### src/rtl/core/scalar_kalman_sample_filter_top_defines.svh
// Assertion macros shared by the scalar Kalman filter RTL.
// Included by skf_ctrl and skf_datapath; expects aclk and aresetn in scope.
`ifndef SCALAR_KALMAN_SAMPLE_FILTER_TOP_DEFINES_SVH
`define SCALAR_KALMAN_SAMPLE_FILTER_TOP_DEFINES_SVH
`ifndef SYNTH
`define SKF_ASSERT(lbl, prop) \
    lbl: assert property (@(posedge aclk) disable iff (!aresetn) (prop)) \
        else $error("skf assertion failed");
`define SKF_ASSERT_NEXT(lbl, ante, cons) \
    lbl: assert property (@(posedge aclk) disable iff (!aresetn) (ante) |=> (cons)) \
        else $error("skf assertion failed");
`else
`define SKF_ASSERT(lbl, prop)
`define SKF_ASSERT_NEXT(lbl, ante, cons)
`endif
`endif

### src/rtl/core/skf_pkg.sv
// Package for the scalar Kalman filter: widths, reset values, FSM and control types.
// No dependencies.
package skf_pkg;

    localparam int SAMPLE_BITS  = 12;
    localparam int FRAC_BITS    = 16;
    localparam int REG_BITS     = 24;
    localparam int COV_BITS     = 32;
    localparam int S_BITS       = COV_BITS + 1;
    localparam int D_BITS       = S_BITS + 1;
    localparam int K_BITS       = FRAC_BITS + 1;
    localparam int DIV_STEPS    = K_BITS;
    localparam int CNT_BITS     = $clog2(DIV_STEPS);
    localparam int TDATA_BITS   = ((SAMPLE_BITS + 7) / 8) * 8;
    localparam int CFG_IDX_BITS = 1;

    localparam logic [K_BITS-1:0]      ONE_FX    = K_BITS'(1) << FRAC_BITS;
    localparam logic [REG_BITS-1:0]    Q_RESET   = REG_BITS'(((2 ** FRAC_BITS) + 5) / 10);
    localparam logic [REG_BITS-1:0]    R_RESET   = REG_BITS'(2 ** FRAC_BITS);
    localparam logic [COV_BITS-1:0]    P_RESET   = COV_BITS'(2 ** FRAC_BITS);
    localparam logic [SAMPLE_BITS-1:0] EST_RESET = SAMPLE_BITS'(2 ** (SAMPLE_BITS - 1));

    localparam logic [CFG_IDX_BITS-1:0] REG_IDX_Q = CFG_IDX_BITS'(0);
    localparam logic [CFG_IDX_BITS-1:0] REG_IDX_R = CFG_IDX_BITS'(1);

    typedef enum logic [4:0] {
        ST_IDLE = 5'b00001,
        ST_SUM  = 5'b00010,
        ST_DIV  = 5'b00100,
        ST_MUL  = 5'b01000,
        ST_FIN  = 5'b10000
    } state_t;

    typedef struct packed {
        logic load_in;   // capture sample word
        logic sum;       // form S and D, seed divider
        logic div_step;  // one quotient bit
        logic mul;       // gain and products
        logic finish;    // update state and output word
    } cmd_t;

    typedef struct packed {
        logic div_last;
    } stat_t;

endpackage

### src/rtl/core/scalar_kalman_sample_filter_top.sv
// Scalar Kalman filter for 12-bit converter samples. Each accepted input word
// yields one filtered word in the output register. The 17-step restoring
// divider that forms the gain one quotient bit per cycle takes up most of
// the processing of each word; a result still waiting on the output side
// holds the datapath in its last step. The next word is accepted once the
// previous one has left the datapath, while its result may still wait.
// The user must write Q and R through the cfg port only while the filter is
// idle; the block itself does not enforce this.
// Top level: joins skf_ctrl and skf_datapath; depends on skf_pkg.
module scalar_kalman_sample_filter_top
    import skf_pkg::*;
(
    input  logic                    aclk,
    input  logic                    aresetn,
    input  logic                    cfg_we,
    input  logic [CFG_IDX_BITS-1:0] cfg_idx,
    input  logic [REG_BITS-1:0]     cfg_wdata,
    input  logic                    s_tvalid,
    output logic                    s_tready,
    input  logic [TDATA_BITS-1:0]   s_tdata,   // [11:0] sample
    output logic                    m_tvalid,
    input  logic                    m_tready,
    output logic [TDATA_BITS-1:0]   m_tdata    // [11:0] filtered
);

    cmd_t                   cmd;
    stat_t                  stat;
    logic [SAMPLE_BITS-1:0] filtered;

    skf_ctrl u_ctrl (
        .aclk     (aclk),
        .aresetn  (aresetn),
        .s_tvalid (s_tvalid),
        .s_tready (s_tready),
        .m_tvalid (m_tvalid),
        .m_tready (m_tready),
        .cmd      (cmd),
        .stat     (stat)
    );

    skf_datapath u_datapath (
        .aclk      (aclk),
        .aresetn   (aresetn),
        .cfg_we    (cfg_we),
        .cfg_idx   (cfg_idx),
        .cfg_wdata (cfg_wdata),
        .sample    (s_tdata[SAMPLE_BITS-1:0]),
        .filtered  (filtered),
        .cmd       (cmd),
        .stat      (stat)
    );

    assign m_tdata = TDATA_BITS'(filtered);

endmodule

### src/rtl/core/skf_ctrl.sv
// Sequencer for the scalar Kalman filter: accepts a word, steps the datapath.
// Depends on skf_pkg and scalar_kalman_sample_filter_top_defines.svh.
`include "scalar_kalman_sample_filter_top_defines.svh"
module skf_ctrl
    import skf_pkg::*;
(
    input  logic  aclk,
    input  logic  aresetn,
    input  logic  s_tvalid,
    output logic  s_tready,
    output logic  m_tvalid,
    input  logic  m_tready,
    output cmd_t  cmd,
    input  stat_t stat
);

    state_t state_reg, state_next;
    logic   m_valid_reg, m_valid_next;
    logic   out_free;

    assign out_free = !m_valid_reg || m_tready;
    assign s_tready = (state_reg == ST_IDLE);
    assign m_tvalid = m_valid_reg;

    always_comb begin
        state_next = state_reg;
        cmd        = '0;
        case (state_reg)
            ST_IDLE: begin
                if (s_tvalid) begin
                    cmd.load_in = 1'b1;
                    state_next  = ST_SUM;
                end
            end
            ST_SUM: begin
                cmd.sum    = 1'b1;
                state_next = ST_DIV;
            end
            ST_DIV: begin
                cmd.div_step = 1'b1;
                if (stat.div_last) begin
                    state_next = ST_MUL;
                end
            end
            ST_MUL: begin
                cmd.mul    = 1'b1;
                state_next = ST_FIN;
            end
            ST_FIN: begin
                // hold until the output slot can take the word
                if (out_free) begin
                    cmd.finish = 1'b1;
                    state_next = ST_IDLE;
                end
            end
            default: begin
                state_next = ST_IDLE;
            end
        endcase
    end

    always_comb begin
        m_valid_next = m_valid_reg;
        if (cmd.finish) begin
            m_valid_next = 1'b1;
        end else if (m_tready) begin
            m_valid_next = 1'b0;
        end
    end

    always_ff @(posedge aclk) begin
        if (!aresetn) begin
            state_reg   <= ST_IDLE;
            m_valid_reg <= 1'b0;
        end else begin
            state_reg   <= state_next;
            m_valid_reg <= m_valid_next;
        end
    end

    `SKF_ASSERT_NEXT(a_div_hold, state_reg == ST_DIV && !stat.div_last, state_reg == ST_DIV)
    `SKF_ASSERT(a_out_free, cmd.finish |-> (!m_valid_reg || m_tready))
    `SKF_ASSERT_NEXT(a_accept_to_sum, s_tvalid && s_tready, state_reg == ST_SUM && !m_valid_reg || state_reg == ST_SUM)

endmodule

### src/rtl/core/skf_datapath.sv
// Datapath for the scalar Kalman filter: noise registers, filter state,
// restoring divider for the gain, products and output word. Depends on skf_pkg.
`include "scalar_kalman_sample_filter_top_defines.svh"
module skf_datapath
    import skf_pkg::*;
(
    input  logic                    aclk,
    input  logic                    aresetn,
    input  logic                    cfg_we,
    input  logic [CFG_IDX_BITS-1:0] cfg_idx,
    input  logic [REG_BITS-1:0]     cfg_wdata,
    input  logic [SAMPLE_BITS-1:0]  sample,
    output logic [SAMPLE_BITS-1:0]  filtered,
    input  cmd_t                    cmd,
    output stat_t                   stat
);

    localparam int PA_BITS = K_BITS + SAMPLE_BITS;
    localparam int PP_BITS = S_BITS + K_BITS;

    logic [REG_BITS-1:0]    q_reg, r_reg;
    logic [COV_BITS-1:0]    cov_reg;
    logic [SAMPLE_BITS-1:0] est_reg, x_reg, out_reg;
    logic [S_BITS-1:0]      s_reg;
    logic [D_BITS-1:0]      d_reg, rem_reg;
    logic [K_BITS-1:0]      quo_reg, k_reg;
    logic [CNT_BITS-1:0]    cnt_reg;
    logic [PA_BITS-1:0]     pa_reg, pb_reg;
    logic [PP_BITS-1:0]     pp_reg;

    logic [S_BITS-1:0]      s_sum;
    logic [D_BITS:0]        rem_sh;
    logic                   rem_ge;
    logic [D_BITS-1:0]      rem_next;
    logic [K_BITS-1:0]      k_eff, wk;
    logic [PA_BITS:0]       acc;
    logic [PP_BITS-FRAC_BITS-1:0] p_full;
    logic [COV_BITS-1:0]    p_sat;

    assign s_sum = S_BITS'(cov_reg) + S_BITS'(q_reg);

    // first step compares S against D directly, later steps shift one bit in
    assign rem_sh   = (cnt_reg == '0) ? {1'b0, rem_reg} : {rem_reg, 1'b0};
    assign rem_ge   = rem_sh >= {1'b0, d_reg};
    assign rem_next = rem_ge ? D_BITS'(rem_sh - {1'b0, d_reg}) : rem_sh[D_BITS-1:0];
    assign stat.div_last = (cnt_reg == CNT_BITS'(DIV_STEPS - 1));

    // zero denominator only when S and R are both zero: gain taken as zero
    assign k_eff = (d_reg == '0) ? '0 : quo_reg;
    assign wk    = ONE_FX - k_eff;

    assign acc    = {1'b0, pa_reg} + {1'b0, pb_reg};
    assign p_full = pp_reg[PP_BITS-1:FRAC_BITS];
    assign p_sat  = (|p_full[PP_BITS-FRAC_BITS-1:COV_BITS]) ? '1 : p_full[COV_BITS-1:0];

    assign filtered = out_reg;

    always_ff @(posedge aclk) begin
        if (!aresetn) begin
            q_reg   <= Q_RESET;
            r_reg   <= R_RESET;
            cov_reg <= P_RESET;
            est_reg <= EST_RESET;
        end else begin
            if (cfg_we && cfg_idx == REG_IDX_Q) begin
                q_reg <= cfg_wdata;
            end
            if (cfg_we && cfg_idx == REG_IDX_R) begin
                r_reg <= cfg_wdata;
            end
            if (cmd.finish) begin
                cov_reg <= p_sat;
                est_reg <= acc[FRAC_BITS+SAMPLE_BITS-1:FRAC_BITS];
            end
        end
    end

    always_ff @(posedge aclk) begin
        if (cmd.load_in) begin
            x_reg <= sample;
        end
        if (cmd.sum) begin
            s_reg   <= s_sum;
            d_reg   <= D_BITS'(s_sum) + D_BITS'(r_reg);
            rem_reg <= D_BITS'(s_sum);
            quo_reg <= '0;
            cnt_reg <= '0;
        end else if (cmd.div_step) begin
            rem_reg <= rem_next;
            quo_reg <= {quo_reg[K_BITS-2:0], rem_ge};
            cnt_reg <= cnt_reg + CNT_BITS'(1);
        end
        if (cmd.mul) begin
            k_reg  <= k_eff;
            pa_reg <= PA_BITS'(wk) * PA_BITS'(est_reg);
            pb_reg <= PA_BITS'(k_eff) * PA_BITS'(x_reg);
            pp_reg <= PP_BITS'(s_reg) * PP_BITS'(wk);
        end
        if (cmd.finish) begin
            out_reg <= acc[FRAC_BITS+SAMPLE_BITS-1:FRAC_BITS];
        end
    end

    `SKF_ASSERT(a_gain_range, cmd.mul |-> (k_eff <= ONE_FX))
    `SKF_ASSERT_NEXT(a_full_gain, cmd.finish && k_reg == ONE_FX, cov_reg == '0 && est_reg == x_reg)
    `SKF_ASSERT_NEXT(a_zero_gain, cmd.finish && k_reg == '0, est_reg == $past(est_reg))

endmodule
### config.mk
export PLATFORM = sky130hd
export DESIGN_NAME = scalar_kalman_sample_filter_top
export DESIGN_NICKNAME = d
export VERILOG_FILES = /design/src/rtl/core/skf_pkg.sv /design/src/rtl/core/scalar_kalman_sample_filter_top.sv /design/src/rtl/core/skf_ctrl.sv /design/src/rtl/core/skf_datapath.sv
export VERILOG_INCLUDE_DIRS = /design/src /design/src/rtl/core
export SDC_FILE = /design/constraint.sdc
export NUM_CORES = 2
export LEC_CHECK = 0
export BUFFER_PORTS_ARGS = -buffer_cell sky130_fd_sc_hd__buf_4
export CAP_MARGIN = 20
export CORE_AREA = 4 4 297 299
export DETAILED_ROUTE_END_ITERATION = 6
export DIE_AREA = 0 0 301 303
export PLACE_DENSITY_LB_ADDON = 0.1
export SLEW_MARGIN = 20
export SYNTH_ARGS = -nofsm -noshare
export SYNTH_HDL_FRONTEND = slang
export SYNTH_SLANG_ARGS = --single-unit
### constraint.sdc
create_clock -name aclk -period 19.3 [get_ports aclk]
set_input_delay 5.79 -clock aclk [delete_from_list [all_inputs] [get_ports aclk]]
set_output_delay 5.79 -clock aclk [all_outputs]
set_load 0.02 [all_outputs]
Yosys cells after proc, flatten, opt, wreduce, memory -nomap -nowiden
Cells that the tools add are included.
W data, S select, Z words.

operators by class
  add/subtract/negate cells = 6
  multiply operators = 3
  magnitude comparators = 1
  eq/ne operators = 9
  mux-type cells = 19
  bitwise gates (word level) = 1
  reductions and logical operators = 10

operator list
  kind                      count
  $mux W33                  2
  $mul A17 B12 Y28          2
  $mul A33 B17 Y50          1
  $ge A35 B34 Y1            1
  $mux W35                  1
  $add A33 B24 Y34          1
  $logic_not A34 Y1         1
  $mux W34                  1
  $sub A34 B34 Y34          1
  $add A32 B24 Y33          1
  $mux W32                  1
  $add A28 B28 Y28          1
  $pmux W5 S5               1
  $mux W17                  1
  $sub A17 B17 Y17 const A  1
  $mux W5                   3
  $eq A5 B5 Y1 const B      2
  $mux W1                   9
  $add A5 B1 Y5 const B     1
  $eq A5 B1 Y1 const B      1
  $eq A5 B2 Y1 const B      1
  $eq A5 B3 Y1 const B      1
  $eq A5 B4 Y1 const B      1
  $logic_not A5 Y1          1
  other kinds (9)           12

storage, ports and cells
  flip-flop bits (word level) = 351
  bits of input ports = 46
  output and inout port bits = 18
  word-level logic and storage cells = 66

Longest topological paths before layout
  word-level depth = 6
  mapped depth = 39

Cells and area by module
From an unflattened synthesis, not the netlist that was laid out.

unflattened totals
  cells, all modules = 5101
  area total of the unflattened synthesis = 47065.1 µm²

by module, submodules not included
  module                           times used  cells each  area an instance (µm²)  seq. area each (µm²)
  skf_datapath                     1           5051        46649.7                 8728.4
  skf_ctrl                         1           45          381.6                   120.1
  scalar_kalman_sample_filter_top  1           5           33.8                    0.0

Worst setup path before layout
Ideal clock, no wire load.

  kind = register to register
  start = register u_datapath.d_reg[31]
  end = register u_datapath.pp_reg[44] (data pin)
  arrival time = 8691 ps
  slack = 10349 ps
  cell stages (with the launch flop) = 36
  cells stage by stage = edfxtp_1 nor4_1 nand4_1 nor2_1 nand4_1 and2_1 clkbuf_1 buf_1 inv_1 ha_1 clkbuf_1 mux2_2 a22oi_1 clkbuf_1 nand2_1 fa_1 inv_1 fa_1 fa_1 fa_1 fa_1 inv_1 fa_1 inv_1 ha_1 a21o_1 a211oi_1 nor2_1 o21a_1 o21ai_0 a21oi_1 o31ai_1 a31oi_1 a2111oi_0 nor2_1 xor2_1

between the ends
  cells in the longest elaborated chain, start to end = 4

RTL lines
  what                      line                text
  start: declaration        skf_datapath.sv:25  logic [D_BITS-1:0] d_reg, rem_reg;
  start signal: assignment  skf_datapath.sv:84  d_reg <= D_BITS'(s_sum) + D_BITS'(r_reg);
  $logic_not A34 Y1         skf_datapath.sv:49  assign k_eff = (d_reg == '0) ? '0 : quo_reg;
  $mux W17                  skf_datapath.sv:49
  $sub A17 B17 Y17          skf_datapath.sv:50  assign wk = ONE_FX - k_eff;
  $mul A33 B17 Y50          skf_datapath.sv:97  pp_reg <= PP_BITS'(s_reg) * PP_BITS'(wk);
  end signal: assignment    skf_datapath.sv:97
  end: declaration          skf_datapath.sv:29  logic [PP_BITS-1:0] pp_reg;

No other way between the ends.
A chain may end at the register's enable or synchronous reset.

Worst setup path after layout
  start = register u_datapath.d_reg[2]
  end = register u_datapath.pp_reg[44] (data pin)

Same word-level chain as after synthesis.

==> out/results.txt <==
Worst-Margin Slew: 1.02 ns
pwr dens: 164 nW/um^2
Root Driver: clkbuf_16
total CTS buffers: 41
RSZ-0062 raised after global routing: no
post-route minimum period: 11.89 ns
Fin Hold WS: 0.472 ns
Cells after Synth: 5138
vias: 34200
drt via density: 5.52
final setup violating endpoints: 0
CTS max path bufs: 3
power consumption: 8.13 mW
Synth cell types: 78
Clock Skews: 0.0347 ns
I/O pins: 64
Async SR Flop Fraction: 0%
crit share post-route: 61.6%
die outline height: 303 um
core area: 85100 um^2
peak supply drop: 0.000202 V
kind of critical path: flop to flop
Clock Sinks: 335
vias in the first global route: 35500
Clock Latency Late Sink: 0.60 ns
port buffer count: 55
fin util: 58.1%
nets: 6201
Crit path largest cell delay: 0.66 ns
max-cap violation count: 0
Critical Path AT: 12.23 ns
Post-synth EDFFs: 214
critical path's top delay family: adder cells
top cells by area, synth: fa_1, edfxtp_1, ha_1, nand2_1, inv_1
die span in x: 301 um
Yosys reg bits: 335
Static Leak: 23.7 nW
DP HPWL: 89.0 mm
die area: 91200 um^2
synthesized area: 46800 um^2
Slew Limit Fails: 0
Design Area, Final: 49500 um^2
global route total overflow: 0
largest net degree at the start of global routing: 83
first-pass GRT wire length: 195 mm
Worst Path Max Fanout: 43
GR Util All Layers: 27.3%
Setup WS pre-CTS: 7.35 ns
Layout Cells excl Fill: 6208
Rel. slew slack: 31.9%
register area share after synthesis: 18.9%
RePlAce Congestion: 0.873
cts hold-fix bufs: 0
Pre-antenna DRT Iters: 6
row count: 107
Setup TNS: 0 ns
Initial Util: 55.0%
run status: completed
CP Launch Type: flop
DRC: 0
Routed WL per cell: 19.3 um
final setup margin: 7.41 ns
Worst setup EP type: flop
CP most frequent cell: fa_1
DRT Wirelength: 120 mm
CP bufs+invs: 6
Hold Violations, Final: 0
Req. time, crit path: 19.63 ns
HP Class: flop to flop
synthesis-to-layout area growth: 5.72%
Post-CTS Setup Bufs: 0
YS warnings: 0
achievable clock frequency: 0.0841 GHz
placed inst area: 48200 um^2
Yosys top cell by area: fa_1
placed insts: 6132
slowest CP cell: and2_2
TritonCTS clock tree: built
cts repair resizes: 0
top-area cell type share of the netlist area: 32.6%
initial antenna violation count: 1
Final ANT Viol Nets: 0
ys flop type: edfxtp_1
H-tree depth: 2
clock slew at reported path FFs: 0.06 ns
initial detailed-routing violation count: 2331
Avg Inst Size Synth: 9.11 um^2
share of cells above drive strength 1: 5.77%
cells in the mapped netlist (57+ instances only):
master	n
o21ai_0	84
fa_1	763
xor2_1	57
clkbuf_1	228
and3_1	162
a21o_1	79
xnor2_1	128
edfxtp_1	214
ha_1	361
nor2_1	148
dfxtp_1	121
inv_1	937
nand2_1	957
and2_1	179
a21oi_1	158
final timing paths:
path,from,endpoint,slack [ns],cells after the start
min,u_datapath.q_reg[11],u_datapath.q_reg[11],0.47,2
min reg2reg,u_datapath.q_reg[11],u_datapath.q_reg[11],0.47,2
max,u_datapath.d_reg[2],u_datapath.pp_reg[44],7.41,33
max reg2reg,u_datapath.d_reg[2],u_datapath.pp_reg[44],7.41,33
tightest hold or removal path: stages, from the launching register on:
cell and delay [ns]:
dfxtp_1 0.31, nand2_1 0.05, nand3_1 0.06
layout make-up:
class | instances | area, um^2
Fill cell | 7731 | 35700
Multi-Input combinational cell | 3594 | 33500
Sequential cell | 335 | 8850
Inverter | 939 | 3530
Tap cell | 1144 | 1430
Clock buffer | 54 | 1150
Timing Repair Buffer | 120 | 901
Clock inverter | 21 | 175
Antenna cell | 1 | 2.50
where the power goes:
part,internal [mW],total (mW),leakage [nW],switching (mW)
logic,2.52,6.18,20.2,3.67
clock network,0.437,0.763,0.641,0.326
registers,1.08,1.19,2.93,0.108
logic make-up (layout without fill, tap and decap cells):
family | Yosys count | count (layout) | share of synthesized area (%)
fa+ha+maj | 1124 | 1124 | 42.3
other cells | 1 | 6 | 0.00801
compound gates | 586 | 586 | 8.40
xor+xnor | 186 | 186 | 3.50
flops | 335 | 335 | 18.9
buf+inv | 1213 | 1134 | 9.83
simple gates | 1654 | 1654 | 16.2
mux | 39 | 39 | 0.930
placed cells by master, fill, tap and decap left out, drive strengths merged, types with 45 or more instances in the layout:
| master | n |
|---|---|
| nand3 | 45 |
| xor2 | 57 |
| a21boi | 53 |
| xnor2 | 129 |
| nor2 | 148 |
| o21ai | 85 |
| edfxtp | 214 |
| inv | 943 |
| a21o | 79 |
| dfxtp | 121 |
| and2 | 180 |
| nand2 | 957 |
| ha | 361 |
| and3 | 163 |
| a21oi | 158 |
| fa | 763 |
| buf | 120 |
| clkbuf | 54 |
routing by layer:
layer / wire length, um / GRT usage, %
met1: 53300 / 39.2
met2: 54700 / 43.5
met3: 8080 / 3.98
met4: 3610 / 7.63
met5: 0 / 0
(Power assumes the default switching activity.)
